**src/rtl/dte_pkg.sv**
```systemverilog
`timescale 1ns / 1ps
`default_nettype none
package dte_pkg;

    localparam int unsigned TABLE_ENTRIES_DEF = 16;

    localparam logic [1:0] ACT_REMEMBER = 2'd0;
    localparam logic [1:0] ACT_FORGET   = 2'd1;
    localparam logic [1:0] ACT_CHECK    = 2'd2;
    localparam logic [1:0] ACT_PURGE    = 2'd3;

    typedef struct packed {
        logic        valid;
        logic [63:0] key;
        logic [31:0] data;
        logic [63:0] expiry;
    } t_slot;

    typedef enum logic [1:0] {
        ST_IDLE,
        ST_SCAN,
        ST_WRITE,
        ST_DONE
    } t_state;

endpackage
`default_nettype wire

```
**src/rtl/dte_cell.sv**
```systemverilog
`timescale 1ns / 1ps
`default_nettype none
module dte_cell (
    input  wire            i_clk,
    input  wire            i_rst_n,
    input  wire            i_shift,
    input  wire dte_pkg::t_slot i_slot,
    output dte_pkg::t_slot o_slot
);
    import dte_pkg::*;

    logic        r_valid;
    logic [63:0] r_key;
    logic [31:0] r_data;
    logic [63:0] r_expiry;

    // valid is control state; key, data and expiry need no reset
    always_ff @(posedge i_clk) begin
        if (!i_rst_n) begin
            r_valid <= 1'b0;
        end else if (i_shift) begin
            r_valid <= i_slot.valid;
        end
    end

    always_ff @(posedge i_clk) begin
        if (i_shift) begin
            r_key    <= i_slot.key;
            r_data   <= i_slot.data;
            r_expiry <= i_slot.expiry;
        end
    end

    assign o_slot.valid  = r_valid;
    assign o_slot.key    = r_key;
    assign o_slot.data   = r_data;
    assign o_slot.expiry = r_expiry;

endmodule
`default_nettype wire

```
**src/rtl/dedup_table_with_expiry_core.sv**
```systemverilog
`timescale 1ns / 1ps
`default_nettype none
// Channel | Direction | tdata (low bit up)                        | tuser (low bit up)
// s       | in        | msg_key, data_in, expire_time, now_time   | action
// m       | out       | data_out, evicted_key, evicted_data,      | is_duplicate, evicted,
//         |           | next_expiry                               | table_full ; tlast = last
//
// The slots sit in a ring of cells that rotates one place a cycle while a request is
// worked on; the head cell is examined and rewritten as it passes. Forget, check and
// purge make one lap, then load the final result; remember makes a search lap, then a
// write lap unless the table is full, then loads the result. The input is ready again
// once the result is loaded. Purge holds the ring while an eviction waits for the
// output register. Reset is synchronous and clears every slot's valid bit at once.
module dedup_table_with_expiry_core #(
    parameter int unsigned TABLE_ENTRIES = dte_pkg::TABLE_ENTRIES_DEF
) (
    input  wire          i_clk,
    input  wire          i_rst_n,
    input  wire          i_s_tvalid,
    output logic         o_s_tready,
    input  wire  [223:0] i_s_tdata,  // msg_key, data_in, expire_time, now_time
    input  wire  [1:0]   i_s_tuser,  // action
    output logic         o_m_tvalid,
    input  wire          i_m_tready,
    output logic [191:0] o_m_tdata,  // data_out, evicted_key, evicted_data, next_expiry
    output logic [2:0]   o_m_tuser,  // is_duplicate, evicted, table_full
    output logic         o_m_tlast
);
    import dte_pkg::*;

    localparam int unsigned IW = (TABLE_ENTRIES > 1) ? $clog2(TABLE_ENTRIES) : 1;
    localparam logic [IW-1:0] LAST_IDX = IW'(TABLE_ENTRIES - 1);

    t_state r_state, n_state;
    logic [IW-1:0] r_cnt;
    logic [1:0]  r_act;
    logic [63:0] r_key, r_exp, r_now;
    logic [31:0] r_data;
    // search results of the remember lap
    logic r_hit, n_hit, r_free, n_free;
    logic [IW-1:0] r_hit_idx, n_hit_idx, r_free_idx, n_free_idx, r_tgt;
    // pending final result
    logic        r_dup, n_dup, r_ev, n_ev, r_full, n_full;
    logic [31:0] r_dout, n_dout, r_evd, n_evd;
    logic [63:0] r_evk, n_evk, r_next, n_next;
    // output register
    logic         r_ov;
    logic [191:0] r_od;
    logic [2:0]   r_ou;
    logic         r_ol;

    t_slot w_slot [TABLE_ENTRIES];
    t_slot w_wb;
    logic  w_step, w_emit, w_emit_last, w_can_emit, w_match, w_expd, w_accept;
    logic [191:0] w_ed;
    logic [2:0]   w_eu;

    // ring: each cell takes its upper neighbour, the top cell takes the written-back head
    for (genvar g = 0; g < TABLE_ENTRIES; g++) begin : g_cell
        dte_cell u_cell (
            .i_clk  (i_clk),
            .i_rst_n(i_rst_n),
            .i_shift(w_step),
            .i_slot ((g == TABLE_ENTRIES - 1) ? w_wb : w_slot[(g + 1) % TABLE_ENTRIES]),
            .o_slot (w_slot[g])
        );
    end

    assign w_accept   = i_s_tvalid && o_s_tready;
    assign w_can_emit = !r_ov || i_m_tready;
    assign w_match    = w_slot[0].valid && (w_slot[0].key == r_key);
    assign w_expd     = w_slot[0].expiry <= r_now;

    always_comb begin
        n_state = r_state;
        w_wb = w_slot[0];
        w_step = 1'b0;
        w_emit = 1'b0;
        w_emit_last = 1'b0;
        w_ed = '0;
        w_eu = '0;
        n_hit = r_hit; n_hit_idx = r_hit_idx;
        n_free = r_free; n_free_idx = r_free_idx;
        n_dup = r_dup; n_dout = r_dout; n_ev = r_ev; n_evk = r_evk; n_evd = r_evd;
        n_next = r_next; n_full = r_full;
        o_s_tready = (r_state == ST_IDLE);
        case (r_state)
            ST_IDLE: begin
                if (w_accept) begin
                    n_state = ST_SCAN;
                end
            end
            ST_SCAN: begin
                w_step = 1'b1;
                case (r_act)
                    ACT_REMEMBER: begin
                        if (w_match) begin
                            n_hit = 1'b1;
                            n_hit_idx = r_cnt;
                        end
                        if (!w_slot[0].valid && !r_free) begin
                            n_free = 1'b1;
                            n_free_idx = r_cnt;
                        end
                    end
                    ACT_FORGET: begin
                        if (w_match) begin
                            w_wb.valid = 1'b0;
                        end
                    end
                    ACT_CHECK: begin
                        if (w_match) begin
                            if (w_expd) begin
                                w_wb.valid = 1'b0;
                                n_ev = 1'b1;
                                n_evk = w_slot[0].key;
                                n_evd = w_slot[0].data;
                            end else begin
                                n_dup = 1'b1;
                                n_dout = w_slot[0].data;
                            end
                        end
                    end
                    ACT_PURGE: begin
                        if (w_slot[0].valid && w_expd) begin
                            // hold the ring until the eviction can be transferred
                            w_step = w_can_emit;
                            w_emit = w_can_emit;
                            w_wb.valid = 1'b0;
                            w_ed = {64'd0, w_slot[0].data, w_slot[0].key, 32'd0};
                            w_eu = 3'b010;
                        end else if (w_slot[0].valid &&
                                     (r_next == 64'd0 || w_slot[0].expiry < r_next)) begin
                            n_next = w_slot[0].expiry;
                        end
                    end
                    default: ;
                endcase
                if (w_step && r_cnt == LAST_IDX) begin
                    if (r_act == ACT_REMEMBER) begin
                        if (n_hit || n_free) begin
                            n_state = ST_WRITE;
                        end else begin
                            n_full = 1'b1;
                            n_state = ST_DONE;
                        end
                    end else begin
                        n_state = ST_DONE;
                    end
                end
            end
            ST_WRITE: begin
                w_step = 1'b1;
                if (r_cnt == r_tgt) begin
                    w_wb.valid = 1'b1;
                    w_wb.key = r_key;
                    w_wb.data = r_data;
                    w_wb.expiry = r_exp;
                end
                if (r_cnt == LAST_IDX) begin
                    n_state = ST_DONE;
                end
            end
            ST_DONE: begin
                if (w_can_emit) begin
                    w_emit = 1'b1;
                    w_emit_last = 1'b1;
                    w_ed = {r_next, r_evd, r_evk, r_dout};
                    w_eu = {r_full, r_ev, r_dup};
                    n_state = ST_IDLE;
                end
            end
            default: n_state = ST_IDLE;
        endcase
    end

    always_ff @(posedge i_clk) begin
        if (!i_rst_n) begin
            r_state <= ST_IDLE;
            r_cnt <= '0;
            r_ov <= 1'b0;
        end else begin
            r_state <= n_state;
            if (w_accept) begin
                r_cnt <= '0;
            end else if (w_step) begin
                r_cnt <= (r_cnt == LAST_IDX) ? '0 : r_cnt + 1'b1;
            end
            if (w_emit) begin
                r_ov <= 1'b1;
            end else if (i_m_tready) begin
                r_ov <= 1'b0;
            end
        end
    end

    // payload and per-item bookkeeping
    always_ff @(posedge i_clk) begin
        if (w_accept) begin
            r_act <= i_s_tuser;
            r_key <= i_s_tdata[63:0];
            r_data <= i_s_tdata[95:64];
            r_exp <= i_s_tdata[159:96];
            r_now <= i_s_tdata[223:160];
            r_hit <= 1'b0; r_free <= 1'b0;
            r_dup <= 1'b0; r_dout <= '0; r_ev <= 1'b0; r_evk <= '0; r_evd <= '0;
            r_next <= '0; r_full <= 1'b0;
        end else begin
            r_hit <= n_hit; r_hit_idx <= n_hit_idx;
            r_free <= n_free; r_free_idx <= n_free_idx;
            r_tgt <= n_hit ? n_hit_idx : n_free_idx;
            r_dup <= n_dup; r_dout <= n_dout; r_ev <= n_ev; r_evk <= n_evk;
            r_evd <= n_evd; r_next <= n_next; r_full <= n_full;
        end
        if (w_emit) begin
            r_od <= w_ed;
            r_ou <= w_eu;
            r_ol <= w_emit_last;
        end
    end

    assign o_m_tvalid = r_ov;
    assign o_m_tdata  = r_od;
    assign o_m_tuser  = r_ou;
    assign o_m_tlast  = r_ol;

endmodule
`default_nettype wire

```
**config.mk**
```make
export PLATFORM = sky130hd
export DESIGN_NAME = dedup_table_with_expiry_core
export DESIGN_NICKNAME = d
export VERILOG_FILES = /design/src/rtl/dte_pkg.sv /design/src/rtl/dte_cell.sv /design/src/rtl/dedup_table_with_expiry_core.sv
export SDC_FILE = /design/constraint.sdc
export NUM_CORES = 2
export LEC_CHECK = 0
export ABC_AREA = 0
export BUFFER_PORTS_ARGS = -buffer_cell sky130_fd_sc_hd__buf_2
export CAP_MARGIN = 20
export CORE_MARGIN = 5
export CORE_UTILIZATION = 65
export CTS_BUF_LIST = sky130_fd_sc_hd__clkbuf_8 sky130_fd_sc_hd__clkbuf_16
export DETAILED_ROUTE_END_ITERATION = 6
export PLACE_DENSITY = 0.83
export SLEW_MARGIN = 40
export SYNTH_ARGS = -nofsm -noshare
export SYNTH_HDL_FRONTEND = slang
export SYNTH_SLANG_ARGS = --single-unit
```
**constraint.sdc**
```tcl
create_clock -name i_clk -period 163.8 [get_ports i_clk]
set_input_delay 8.19 -clock i_clk [delete_from_list [all_inputs] [get_ports i_clk]]
set_output_delay 8.19 -clock i_clk [all_outputs]
set_load 0.01 [all_outputs]
```
==> impl_metrics.json <==
{
  "critPathLaunchType": "input pin",
  "grt_overflow": 0,
  "cp-end-kind": "flip-flop",
  "routed_wl_um": 217000,
  "fin_skew_ns": 0.0947,
  "r2r_slack_ns": 155.74,
  "layout.nets": 5988,
  "cts_sinks": 3214,
  "avgSynthCellArea_um2": 21.4,
  "status": "completed",
  "postCtsSetupBuffers": 0,
  "setup_tns_ns": 0,
  "fin_cells": 8040,
  "p_per_area_nw_per_um2": 20.2,
  "antenna_left": 0,
  "ys_warn_count": 0,
  "htree_levels": 5,
  "min_to": "g_cell[12].u_cell.r_key[19]",
  "hold_viol": 0,
  "gp_routability_congestion": 0.859,
  "setup_viol": 0,
  "die_x_um": 414,
  "wl_per_cell_um": 27.0,
  "whs_path_depth": 0,
  "slew_viol_final": 0,
  "vias_per_cell": 6.05,
  "grt_first_pass_wirelength_um": 319000,
  "synth_cell_types": 56,
  "final_cell_mix": "2,994 x edfxtp_1, 427 x buf_2, 312 x clkbuf_16",
  "yosysSeqAreaShare": 0.888,
  "dr.pass1.iters": 6,
  "max_slew_margin": 0.381,
  "nFillCells": 8395,
  "dp.cells": 7486,
  "vias": 48680,
  "final_common_cell": "edfxtp_1",
  "period_share": 0.0785,
  "core-area_um2": 163000,
  "critPathRequiredTime_ns": 164.28,
  "min-delay-path-class": "flip-flop to flip-flop",
  "cts_root_buf": "clkbuf_16",
  "clkLatencyLatePin_ns": 0.94,
  "cts.clk_slew.worst_paths_ns": 0.06,
  "io_pins": 428,
  "worstPathMaxFanout": 94,
  "worstReg2RegStart": "g_cell[0].u_cell.r_expiry[63]",
  "regToRegEndpoint": "g_cell[7].u_cell.r_expiry[25]",
  "crit_type": "input pin to flip-flop",
  "grt_pass1_vias": 49052,
  "drc": 0,
  "synth_edf_count": 2994,
  "worst_r2r_path_depth": 14,
  "synth.net_count": 5330,
  "drive_gt1_frac": 0.191,
  "antenna_found_initial": 24,
  "dp.final_hpwl_um": 116000,
  "synthCells": 4968,
  "seq_area_um2": 94300,
  "grt_start_max_net_pins": 173,
  "cts_buffers": 310,
  "tightest_slew_ns": 0.929,
  "min_from": "g_cell[13].u_cell.r_key[19]",
  "synth-seq-cells": 3214,
  "grt.total_usage": 0.251,
  "multi_input_area_um2": 10900,
  "areaGrowthSynthToFinish_pct": 14.1,
  "cts-resized-gates": 0,
  "leakage_nw": 41.0,
  "synthArstFlopShare": 0,
  "die_y_um": 414,
  "clockBufferDepth": 4,
  "synth_area_um2": 106000,
  "dieArea_um2": 172000,
  "start_util": 0.653,
  "rows": 148,
  "hold_buffers": 0,
  "fmax_mhz": 77.7,
  "tritoncts": "done",
  "port_buffers": 427,
  "rsz0062_at_grt": "no",
  "synth_ff_type": "edfxtp_1",
  "crit_arrival_ns": 13.34,
  "drt_iter0_markers": 7077,
  "ir_drop_mv": 0.0184,
  "maxCapViolCount": 0,
  "post-route-min-period_ns": 12.87
}
## power by group
part           internal (mW)  total [mW]  leakage [nW]  switching, mW
Combinational         0.0558       0.304          6.48          0.248
Clock                  0.399       0.698          5.02          0.299
Sequential              1.32        1.44          29.5          0.119
## through the flow
step / power (mW) / setup WS, ns / hold WS, ns / instance area, um^2 / utilization
6_report: 2.44 / 150.93 / 0.355 / 121000 / 0.745
3_5_place_dp: 1.74 / 149.42 / 0.405 / 111000 / 0.684
5_1_grt: 2.54 / 150.58 / 0.364 / 121000 / 0.745
3_3_place_gp: 1.70 / 148.73 / 0.400 / 111000 / 0.682
2_1_floorplan: 2.76 / 96.32 / 0.400 / 106000 / -
4_1_cts: 2.46 / 150.37 / 0.354 / 121000 / 0.744
## cells in the mapped netlist (9+ instances only)
| cell type | instances | area, um^2 |
|---|---|---|
| edfxtp_1 | 2994 | 89900 |
| dfxtp_1 | 220 | 4400 |
| mux2_2 | 171 | 1930 |
| a21oi_1 | 158 | 791 |
| nand2_1 | 155 | 582 |
| o21ai_0 | 142 | 711 |
| inv_1 | 135 | 507 |
| ha_1 | 132 | 1650 |
| nand3_1 | 129 | 646 |
| clkbuf_1 | 103 | 387 |
| and2_1 | 100 | 626 |
| mux2i_1 | 97 | 971 |
| a22o_1 | 96 | 841 |
| xor2_1 | 68 | 596 |
| nor2_1 | 59 | 221 |
| nand4_1 | 43 | 269 |
| nor4_1 | 39 | 244 |
| buf_2 | 16 | 80.1 |
| a21o_1 | 13 | 97.6 |
| a211oi_1 | 11 | 82.6 |
| buf_1 | 9 | 33.8 |
| nor3_1 | 9 | 45.0 |
## kinds of logic (layout without fill, tap and decap cells)
group / after synthesis / count (layout) / synth area share
DFF: 3214 / 3214 / 0.888
and+or+nand+nor: 557 / 557 / 0.0265
AOI/OAI and AO/OA: 452 / 452 / 0.0263
buffers and inverters: 277 / 1168 / 0.0107
muxes: 268 / 268 / 0.0273
adders and majority gates: 132 / 132 / 0.0156
xor gates and xnor gates: 68 / 68 / 0.00561
other: 0 / 6 / 0
## state kept, by name, summed over array words and instances, names as in the netlist, 32 cells and up
signal                  flops
r_key                      64
g_cell.u_cell.r_data      512
r_exp                      64
r_next                     64
g_cell.u_cell.r_expiry   1024
r_now                      64
g_cell.u_cell.r_key      1024
r_data                     32
r_dout                     32
r_evk                      64
o_m_tdata                 192
r_evd                      32
## metal layers
metal  wire (um)  track usage  vias up  part of all wire
li1            -            -    20661                 -
met1       83200        0.346    24383              0.38
met2      103000        0.392     2902              0.47
met3       18600       0.0517      720             0.085
met4       12200        0.123       14             0.056
met5          95            0        -           0.00044
## final cells by class
| class | count | share of cell area |
|---|---|---|
| Multi-Input combinational cell | 1477 | 0.0899 |
| Antenna cell | 6 | 0.000124 |
| Clock buffer | 322 | 0.0656 |
| Timing Repair Buffer | 486 | 0.0239 |
| Tap cell | 2175 | 0.0225 |
| Sequential cell | 3214 | 0.778 |
| Inverter | 137 | 0.00435 |
| Clock inverter | 223 | 0.0153 |
## worst max-delay path by stage
| stage | start | end | slack [ns] | cells past startpoint |
|---|---|---|---|---|
| floorplan | i_m_tready | g_cell[0].u_cell.r_data[0] | 96.32 | 6 |
| global placement | i_m_tready | g_cell[1].u_cell.r_expiry[18] | 148.73 | 11 |
| detailed placement | i_m_tready | g_cell[8].u_cell.r_expiry[18] | 149.42 | 12 |
| CTS | i_m_tready | g_cell[9].u_cell.r_expiry[18] | 150.37 | 12 |
| global route | i_m_tready | g_cell[7].u_cell.r_expiry[25] | 150.58 | 11 |
| finish | i_m_tready | g_cell[7].u_cell.r_expiry[25] | 150.93 | 11 |
## critical path, cell delays in order
cell	delay (ns)
buf_2	0.15
nor2b_1	0.14
nand4_1	0.14
nand3_1	0.11
and2_1	0.43
nand2_8	0.61
buf_6	0.68
buf_6	0.59
buf_6	0.61
buf_6	0.69
buf_6	0.67
No activity file was read; power rests on OpenSTA's default activity.
